`config.mk`:
```
export PLATFORM = sky130hd
export DESIGN_NAME = gu2x_seq
export DESIGN_NICKNAME = d
export VERILOG_FILES = /design/src/rtl/gu2x_pkg.sv /design/src/rtl/gu2x_seq.sv
export SDC_FILE = /design/constraint.sdc
export NUM_CORES = 1
export LEC_CHECK = 0
export BUFFER_PORTS_ARGS = -buffer_cell sky130_fd_sc_hd__buf_4
export CAP_MARGIN = 20
export CORE_MARGIN = 4
export CORE_UTILIZATION = 54
export DETAILED_ROUTE_END_ITERATION = 8
export HOLD_SLACK_MARGIN = 0.12
export PLACE_DENSITY = 0.84
export SYNTH_ARGS = -nofsm -noshare
export SYNTH_HDL_FRONTEND = slang
export SYNTH_SLANG_ARGS = --single-unit
```
`constraint.sdc`:
```
create_clock -name clk -period 4.2 [get_ports clk]
set_input_delay 0.63 -clock clk [delete_from_list [all_inputs] [get_ports clk]]
set_output_delay 0.63 -clock clk [all_outputs]
set_load 0.02 [all_outputs]
```
`src/rtl/gu2x_pkg.sv`:
```
// ----------------------------------------------------------------------------
// gu2x_pkg: shared types and microcode for the 2x grid upsampler
// Transfer payloads, control word layout and the sequencer program.
// ----------------------------------------------------------------------------
package gu2x_pkg;

  localparam int MAX_COARSE_SIDE_DEFAULT = 65;

  localparam int SW         = 7;   // coarse side / register width
  localparam int FW         = 8;   // fine coordinate width
  localparam int LW         = 16;  // Q8.8 level width
  localparam int CFG_IDX_W  = 1;
  localparam int UPC_W      = 5;

  // reciprocal of three for the rounded mean of three neighbors
  localparam int          DIV3_SHIFT = 19;
  localparam logic [17:0] DIV3_K     = 18'd174763;

  localparam logic OP_LOAD = 1'b0;
  localparam logic OP_READ = 1'b1;

  localparam logic [CFG_IDX_W-1:0] REG_COARSE_WIDTH  = 1'd0;
  localparam logic [CFG_IDX_W-1:0] REG_COARSE_HEIGHT = 1'd1;

  typedef struct packed {
    logic          operation;
    logic [LW-1:0] level;
    logic [FW-1:0] fine_row;
    logic [FW-1:0] fine_col;
  } req_t;

  typedef struct packed {
    logic [LW-1:0] fine_level;
    logic          out_of_range;
  } rsp_t;

  typedef logic [UPC_W-1:0] upc_t;

  // across-axis offset of a read
  typedef enum logic [1:0] {
    X_LO,
    X_MID,
    X_HI
  } xoff_t;

  typedef enum logic [1:0] {
    T_HOLD,
    T_CSUM,
    T_ADD,
    T_CTR
  } tsel_t;

  typedef enum logic [1:0] {
    A_HOLD,
    A_CSUM,
    A_RD,
    A_DIAG
  } asel_t;

  typedef enum logic [1:0] {
    J_NEXT,
    J_ALWAYS,
    J_NLO,
    J_NHI
  } jcond_t;

  typedef struct packed {
    logic   rd;
    logic   ra;
    xoff_t  rx;
    logic   c_add;
    tsel_t  tsel;
    asel_t  asel;
    jcond_t jc;
    upc_t   jt;
    logic   fin;
  } uword_t;

  typedef struct packed {
    logic lo;
    logic hi;
    logic hold;
  } seq_cond_t;

  // program entry points and steps
  localparam upc_t U_PE0 = 5'd0;
  localparam upc_t U_PE1 = 5'd1;
  localparam upc_t U_PO0 = 5'd2;
  localparam upc_t U_PO1 = 5'd3;
  localparam upc_t U_PO2 = 5'd4;
  localparam upc_t U_PO3 = 5'd5;
  localparam upc_t U_PO4 = 5'd6;
  localparam upc_t U_MX0 = 5'd7;
  localparam upc_t U_MX1 = 5'd8;
  localparam upc_t U_MX2 = 5'd9;
  localparam upc_t U_MX3 = 5'd10;
  localparam upc_t U_MX4 = 5'd11;
  localparam upc_t U_MX5 = 5'd12;
  localparam upc_t U_MX6 = 5'd13;
  localparam upc_t U_MX7 = 5'd14;
  localparam upc_t U_MX8 = 5'd15;
  localparam upc_t U_MX9 = 5'd16;
  localparam upc_t U_FIN = 5'd17;

  localparam uword_t UW_NOP = '{rd: 1'b0, ra: 1'b0, rx: X_MID, c_add: 1'b0,
                                tsel: T_HOLD, asel: A_HOLD, jc: J_NEXT,
                                jt: '0, fin: 1'b0};

  function automatic uword_t ucode(upc_t a);
    uword_t uw;
    uw = UW_NOP;
    case (a)
      U_PE0: begin
        uw.rd = 1'b1;
      end
      U_PE1: begin
        uw.asel = A_RD;
        uw.jc   = J_ALWAYS;
        uw.jt   = U_FIN;
      end
      U_PO0: begin
        uw.rd = 1'b1;
      end
      U_PO1: begin
        uw.rd   = 1'b1;
        uw.ra   = 1'b1;
        uw.tsel = T_ADD;
      end
      U_PO2: begin
        uw.rd   = 1'b1;
        uw.rx   = X_HI;
        uw.tsel = T_ADD;
      end
      U_PO3: begin
        uw.rd   = 1'b1;
        uw.ra   = 1'b1;
        uw.rx   = X_HI;
        uw.tsel = T_ADD;
      end
      U_PO4: begin
        uw.asel = A_DIAG;
        uw.jc   = J_ALWAYS;
        uw.jt   = U_FIN;
      end
      U_MX0: begin
        uw.rd = 1'b1;
      end
      U_MX1: begin
        uw.rd    = 1'b1;
        uw.ra    = 1'b1;
        uw.c_add = 1'b1;
      end
      U_MX2: begin
        uw.c_add = 1'b1;
        uw.tsel  = T_CSUM;
        uw.asel  = A_CSUM;
        uw.jc    = J_NLO;
        uw.jt    = U_MX6;
      end
      U_MX3: begin
        uw.rd = 1'b1;
        uw.rx = X_LO;
      end
      U_MX4: begin
        uw.rd   = 1'b1;
        uw.ra   = 1'b1;
        uw.rx   = X_LO;
        uw.tsel = T_ADD;
      end
      U_MX5: begin
        uw.asel = A_DIAG;
        uw.tsel = T_CTR;
      end
      U_MX6: begin
        uw.jc = J_NHI;
        uw.jt = U_FIN;
      end
      U_MX7: begin
        uw.rd = 1'b1;
        uw.rx = X_HI;
      end
      U_MX8: begin
        uw.rd   = 1'b1;
        uw.ra   = 1'b1;
        uw.rx   = X_HI;
        uw.tsel = T_ADD;
      end
      U_MX9: begin
        uw.asel = A_DIAG;
      end
      U_FIN: begin
        uw.fin = 1'b1;
      end
      default: begin
        uw.fin = 1'b1;
      end
    endcase
    return uw;
  endfunction

endpackage

```
`src/rtl/gu2x_seq.sv`:
```
// ----------------------------------------------------------------------------
// gu2x_seq: microcode sequencer
// Step counter over the control store, with conditional jumps and a final
// step that waits for room in the result register.
// ----------------------------------------------------------------------------
module gu2x_seq
  import gu2x_pkg::*;
(
  input  logic      clk,
  input  logic      rst,
  input  logic      start,
  input  upc_t      entry,
  input  seq_cond_t cond,
  output logic      busy,
  output uword_t    uw
);

  upc_t upc;
  upc_t upc_next;
  logic busy_next;
  logic jump;

  always_ff @(posedge clk) begin
    if (rst) begin
      upc  <= '0;
      busy <= 1'b0;
    end else begin
      upc  <= upc_next;
      busy <= busy_next;
    end
  end

  always_comb begin
    case (uw.jc)
      J_NEXT:   jump = 1'b0;
      J_ALWAYS: jump = 1'b1;
      J_NLO:    jump = !cond.lo;
      J_NHI:    jump = !cond.hi;
      default:  jump = 1'b0;
    endcase
  end

  always_comb begin
    upc_next  = upc;
    busy_next = busy;
    if (start) begin
      upc_next  = entry;
      busy_next = 1'b1;
    end else if (busy) begin
      if (uw.fin) begin
        busy_next = cond.hold;
      end else if (jump) begin
        upc_next = uw.jt;
      end else begin
        upc_next = upc + upc_t'(1);
      end
    end
  end

  always_comb begin
    uw = busy ? ucode(upc) : UW_NOP;
  end

endmodule

```
==> flow_metrics.tcl, run 1 <==
set metrics [dict create \
    synth_largest_type_area_fraction_pct 13.0 \
    postSynth.topFlopCell "sky130_fd_sc_hd__dfxtp_1" \
    power.static_leakage_nw 0.488 \
    clock-skew-final_ns 0.00800 \
    setup-tns-final_ns 0 \
    initial_utilization_pct 59.3 \
    clock_sink_total 6 \
    timing.critical_path.from_type "register" \
    die_width_um 49.4 \
    finish.net_count 157 \
    synth_enable_flop_cells 0 \
    hold_path_end "upc[1]" \
    power.net_switching_mw 0.115 \
    route.detailed.wl_per_inst_um 15.3 \
    r2r-start "upc[2]" \
    maximum_number_of_pins_on_one_net_before_global_route_repair 20 \
    coreArea_sq_mm 0.00156 \
    drc_errors 0 \
    detail_route.wirelength_um 2370 \
    sequential_element_share_of_the_synthesized_area_pct 13.0 \
    overflow_after_grt 0 \
    cts-root-buf "sky130_fd_sc_hd__clkbuf_4" \
    reg2reg_to "upc[0]" \
    hp-class "register to register" \
    drive_above_1_share_pct 30.2 \
    swShare_pct 42.4 \
    power.ir.vdd_worst_v 0.000212 \
    fmax_mhz 364 \
    synthToLayoutAreaGrowth_pct 17.5 \
    ys_top_cells_by_area "sky130_fd_sc_hd__dfxtp_1, sky130_fd_sc_hd__ha_1, sky130_fd_sc_hd__a21oi_1" \
    cts_resized 0 \
    cp_data_required_time_ns 3.57 \
    antenna_left 0 \
    internal_power_consumption_mw 0.156 \
    wire_length_of_the_first_global_routing_pass_um 3750 \
    cellPowerDensity_mw_per_mm2 250 \
    antenna-diode-count 0 \
    min_from "upc[1]" \
    timing.max_slew.rel_slack_pct 47.1 \
    final-max-slew-violation-count 0 \
    groute.usage.overall_pct 19.3 \
    syn-mean-instance-area_sq_um 7.64 \
    hold_depth 2 \
    drt_iter0_markers 35 \
    grt_pass1_vias 837 \
    final_core_utilization_pct 69.7 \
    crit_path_capture_type "output pin" \
    period_needed_ns 2.75 \
    via_density 6.18 \
    design.die.area_sq_mm 0.00244 \
    comb_power_share_pct 51.1 \
    cts-buffers-inserted 3 \
    post_synth_inst_count 121 \
    timing.setup.critical_path_class "register to output pin" \
    postCtsSetupRepairBufs 0 \
    port_buffers 27 \
    worstPathMaxFanout 6 \
    mappedNetlistNets 137 \
    gp_congestion 0.926 \
    synth-warning-count 0 \
    skew_pair_late_insertion_delay_ns 0.24 \
    grt_antenna_before_repair 0 \
    synthDominantAreaCellType "sky130_fd_sc_hd__dfxtp_1" \
    period_share_pct 65.4 \
    worstRegToRegCells 7 \
    clock_tree_from_tritoncts "done" \
    cts.path.max_buffers 2 \
    synth_async_sr_flop_share_pct 0 \
    floorplan.die.height_um 49.4 \
    num_io_pins 29 \
    num_rows 14 \
    cts.hold.buffers_added 0 \
    power.share.clock_pct 18.7 \
    final-setup-viol-count 0 \
    synth.ff_latch_count 6 \
    most-common-layout-cells "sky130_fd_sc_hd__buf_4, sky130_fd_sc_hd__nor2_1, sky130_fd_sc_hd__a21oi_1" \
    place_hpwl_um 1830 \
    final_hold_vio_count 0 \
    clock_tree.htree_level_count 1 \
    final_common_cell "sky130_fd_sc_hd__buf_4" \
    drt_pass1_iterations 4 \
    max_cap_viol_count 0 \
    cts.clk_slew.worst_paths_ns 0.05 \
    vias 958 \
    status "finished clean" \
    power.share.sequential_pct 30.2 \
    r2r_setup_slack_ns 2.01 \
    worstMarginPinSlew_ns 0.792 \
    rsz0062_at_grt "no" \
    synthesized_cell_area_sq_um 925 \
    synth.distinct_cells 48 \
    timing.critical_path.arrival_ns 2.12 \
]
-- per-stage QoR --
step / worst slack (ns) / instances / power (mW) / cell area [sq um] / hold WS, ns
after detailed placement: 1.72 / 152 / 0.220 / 1060 / 0.565
final: 1.45 / 155 / 0.271 / 1090 / 0.583
after floorplan: 1.78 / 121 / 0.186 / 925 / 0.519
after global routing: 1.26 / 155 / 0.292 / 1090 / 0.611
after CTS: 1.44 / 155 / 0.274 / 1090 / 0.576
after global placement: 1.74 / 152 / 0.216 / 1060 / 0.558
-- cell type report --
cell class                      count  area [sq um]
Multi-Input combinational cell     93           681
Fill cell                         138           473
Timing Repair Buffer               27           203
Sequential cell                     6           120
Inverter                           10          40.0
Clock buffer                        3          22.5
Tap cell                           16          20.0
-- how the worst max path moves through the flow --
| stage | endpoint | start | slack [ns] |
|---|---|---|---|
| finish | uw[0] | upc[0] | 1.45 |
| global route | uw[0] | upc[2] | 1.26 |
| CTS | uw[0] | upc[0] | 1.44 |
| detailed placement | uw[0] | upc[0] | 1.72 |
| global placement | uw[0] | upc[0] | 1.74 |
| floorplan | uw[0] | upc[0] | 1.78 |
-- worst max-delay path, cell delays in order (launching register included) --
cell	delay [ns]
sky130_fd_sc_hd__dfxtp_1	0.42
sky130_fd_sc_hd__inv_1	0.09
sky130_fd_sc_hd__ha_1	0.29
sky130_fd_sc_hd__nor3b_1	0.18
sky130_fd_sc_hd__o31ai_1	0.35
sky130_fd_sc_hd__nand3_1	0.20
sky130_fd_sc_hd__nor3_1	0.17
sky130_fd_sc_hd__buf_4	0.17
-- logic make-up after synthesis --
| group | after synthesis | share of synthesized area [%] |
|---|---|---|
| simple gates | 44 | 29.5 |
| compound gates | 38 | 31.4 |
| buf+inv | 22 | 13.4 |
| flops | 6 | 13.0 |
| fa+ha+maj | 5 | 6.77 |
| xor+xnor | 3 | 2.84 |
| mux | 2 | 2.71 |
| other cells | 1 | 0.406 |
-- registers in the layout (all words and copies together) (netlist names) --
signal and count:
upc 5, busy 1
-- power by group through the flow --
| stage | clock, mW | combinational (mW) | sequential (mW) |
|---|---|---|---|
| 2_1_floorplan | 0 | 0.118 | 0.0685 |
| 3_3_place_gp | 0 | 0.134 | 0.0822 |
| 3_5_place_dp | 0 | 0.138 | 0.0826 |
| 4_1_cts | 0.0540 | 0.138 | 0.0815 |
| 5_1_grt | 0.0586 | 0.149 | 0.0840 |
| 6_report | 0.0507 | 0.139 | 0.0821 |
-- Yosys cell counts (all sizes together), types with 3 or more instances --
library cell  number
nor2              12
a21oi             11
buf               10
inv               10
dfxtp              6
nand2              6
ha                 5
nor3               5
o21ai              5
nor2b              4
and3               3
nand3              3
o2111ai            3
or3                3
-- layer usage --
layer | vias to the layer above | track usage (%) | routed length (um)
met5 | - | 0 | 0
met4 | 0 | 9.22 | 38
met3 | 6 | 2.75 | 152
met2 | 46 | 32.4 | 1160
met1 | 429 | 24.0 | 1020
li1 | 477 | - | -
Power figures use the tool's default switching activity.
==> inputs of run 2 (changes only) <==
Settings changed: ABC_AREA set to 1, CORE_UTILIZATION 54 to 45, PLACE_DENSITY 0.84 to 0.75.
Clock period 4.2 ns to 2.5 ns, I/O delays scaled along.
==> flow_metrics.tcl, run 2 <==
set metrics [dict create \
    status "finished clean" \
    clock_sink_total 6 \
    synth_largest_type_area_fraction_pct 20.1 \
    wirelength_met1_um 969 \
    drc_errors 0 \
    cp_data_required_time_ns 2.12 \
    vias 1018 \
    cts.path.max_buffers 2 \
    route.detailed.wl_per_inst_um 11.0 \
    postCtsSetupRepairBufs 0 \
    fmax_mhz 442 \
    cts.hold.buffers_added 0 \
    postSynth.topFlopCell "sky130_fd_sc_hd__dfxtp_1" \
    cts.clk_slew.worst_paths_ns 0.04 \
    synth_async_sr_flop_share_pct 0 \
    place_area_sq_mm 0.00108 \
    sequential_element_share_of_the_synthesized_area_pct 13.7 \
    max_cap_viol_count 0 \
    crit_chain "inv_1 -> ha_1 -> inv_1 -> nor2_1 -> nand2_1 -> nand2_2 -> nor2_2 -> nand3_2 -> nor2_1 -> buf_4" \
    post_synth_inst_count 157 \
    place_hpwl_um 1930 \
    hp-class "primary input to register" \
    worstPathMaxFanout 6 \
    syn-mean-instance-area_sq_um 5.60 \
    routed-wl-met3_um 106 \
    synthToLayoutAreaGrowth_pct 25.3 \
    synth.distinct_cells 25 \
    clock_tree.htree_level_count 1 \
    finalWorstSetupSlack_ns 0.240 \
    ys_top_cells_by_area "sky130_fd_sc_hd__nand2_1, sky130_fd_sc_hd__dfxtp_1, sky130_fd_sc_hd__inv_1" \
    number_of_filler_cells_placed_in_the_layout 171 \
    port_buffers 27 \
    crit_path_capture_type "output pin" \
    overflow_after_grt 0 \
    drt_pass1_iterations 4 \
    grt_antenna_before_repair 0 \
    period_needed_ns 2.26 \
    finish.net_count 201 \
    cts-buffers-inserted 3 \
    clock_tree_from_tritoncts "done" \
    r2r-start "upc[0]" \
    antenna_left 0 \
    num_io_pins 29 \
    worstRegToRegCells 12 \
    final_hold_vio_count 0 \
    highest-signal-layer "met4" \
    post-synth-top-count-cell "sky130_fd_sc_hd__nand2_1" \
    power.static_leakage_nw 0.635 \
    final-setup-viol-count 0 \
    power.ir.vdd_worst_v 0.000309 \
    timing.setup.critical_path_class "register to output pin" \
    initial_utilization_pct 49.3 \
    crit_path_top_delay_cell "sky130_fd_sc_hd__dfxtp_1" \
    drt_iter0_markers 31 \
    groute.usage.overall_pct 18.4 \
    period_share_pct 90.4 \
    swShare_pct 47.1 \
    multiInputGateArea_sq_um 624 \
    setup-tns-final_ns 0 \
    via_density 4.89 \
    die_width_um 52.2 \
    finalNonFillerCells 208 \
    fin_area_sq_mm 0.00110 \
    slowest_delay_ns 0.41 \
    ys_top_cells_by_count "sky130_fd_sc_hd__nand2_1, sky130_fd_sc_hd__inv_1, sky130_fd_sc_hd__nor2_1, sky130_fd_sc_hd__nand3_1, sky130_fd_sc_hd__a21oi_1" \
    antenna-diode-count 0 \
    wire_length_of_the_first_global_routing_pass_um 3950 \
    met2_length_um 1210 \
    synth-warning-count 0 \
    gp_congestion 0.879 \
    max_flop_register "upc" \
    skew_pair_late_insertion_delay_ns 0.24 \
    cts_resized 0 \
    power.share.clock_pct 16.3 \
    synthesized_cell_area_sq_um 880 \
    r2r_setup_slack_ns 0.62 \
    timing.critical_path.arrival_ns 1.89 \
    timing.critical_path.from_type "register" \
    cts-root-buf "sky130_fd_sc_hd__clkbuf_4" \
    maximum_number_of_pins_on_one_net_before_global_route_repair 11 \
    mappedNetlistNets 173 \
    largest_registers "upc: 5 flops, busy: 1 flops" \
    num_rows 15 \
    synth_enable_flop_cells 0 \
    final_common_cell "sky130_fd_sc_hd__nand2_1" \
    final-max-slew-violation-count 0 \
    grt_pass1_vias 977 \
    place_ws_ns 0.480 \
    comb_power_share_pct 59.1 \
    power.share.sequential_pct 24.6 \
    internal_power_consumption_mw 0.280 \
    most-common-layout-cells "sky130_fd_sc_hd__nand2_1, sky130_fd_sc_hd__buf_4, sky130_fd_sc_hd__inv_1" \
    clock-skew-final_ns 0.00142 \
    drive_above_1_share_pct 27.9 \
    synth.ff_latch_count 6 \
    design.die.area_sq_mm 0.00273 \
    cp-endpoint "uw[0]" \
    power.net_switching_mw 0.249 \
    worst_setup_path_start "upc[0]" \
    cellPowerDensity_mw_per_mm2 480 \
    largest_reg_flops 5 \
    synthDominantAreaCellType "sky130_fd_sc_hd__nand2_1" \
    rsz0062_at_grt "no" \
    ff_latch_area_sq_um 120 \
    dp.cells 205 \
    reg2reg_to "busy" \
    coreArea_sq_mm 0.00178 \
    floorplan.die.height_um 52.2 \
    detail_route.wirelength_um 2290 \
]
[run 2: cell families after synthesis]
logic type	Yosys count	share of synthesized area, %
buffers and inverters	30	15.4
other	1	0.426
adder cells (fa/ha/maj)	5	7.11
AO/OA/AOI/OAI	14	10.1
flip-flops	6	13.7
AND/OR/NAND/NOR	100	52.3
XOR/XNOR	1	0.996
[run 2: metrics by stage]
step	hold slack [ns]	total power, mW	util, %
2_1_floorplan	0.544	0.360	-
3_3_place_gp	0.656	0.438	60.6
3_5_place_dp	0.664	0.442	60.6
4_1_cts	0.414	0.533	61.8
5_1_grt	0.453	0.577	61.8
6_report	0.424	0.529	61.8
[run 2: worst max-delay path: cells and delay by family, from the launching register on]
kind	cells	cell delay, ns
adder cells (fa/ha/maj)	1	0.24
buffers and inverters	3	0.33
AND/OR/NAND/NOR	6	0.66
flip-flops	1	0.41
[run 2: how the worst min path moves through the flow]
stage | start | endpoint | slack, ns | depth (start not counted)
4_1_cts | cond[0] | busy | 0.41 | 5
3_3_place_gp | cond[0] | busy | 0.66 | 5
2_1_floorplan | start | busy | 0.54 | 4
3_5_place_dp | upc[3] | upc[3] | 0.66 | 4
5_1_grt | entry[1] | upc[1] | 0.45 | 5
6_report | cond[0] | busy | 0.42 | 5
[run 2: metal layers]
layer | GRT usage (%) | up-vias
li1 | - | 539
met1 | 20.3 | 451
met2 | 36.6 | 26
met3 | 0.855 | 2
met4 | 5.96 | 0
met5 | 0 | -
[run 2: area by class of cell]
class / count / share of cell area, %
Clock buffer: 3 / 2.04
Multi-Input combinational cell: 121 / 56.6
Tap cell: 25 / 2.84
Timing Repair Buffer: 28 / 19.1
Inverter: 25 / 8.51
Sequential cell: 6 / 10.9
[run 2: power by group through the flow]
stage | combinational, mW | sequential (mW) | clock [mW]
detailed placement | 0.311 | 0.131 | 0
global placement | 0.307 | 0.130 | 0
floorplan | 0.234 | 0.126 | 0
CTS | 0.312 | 0.130 | 0.0914
global route | 0.349 | 0.133 | 0.0950
finish | 0.312 | 0.130 | 0.0862
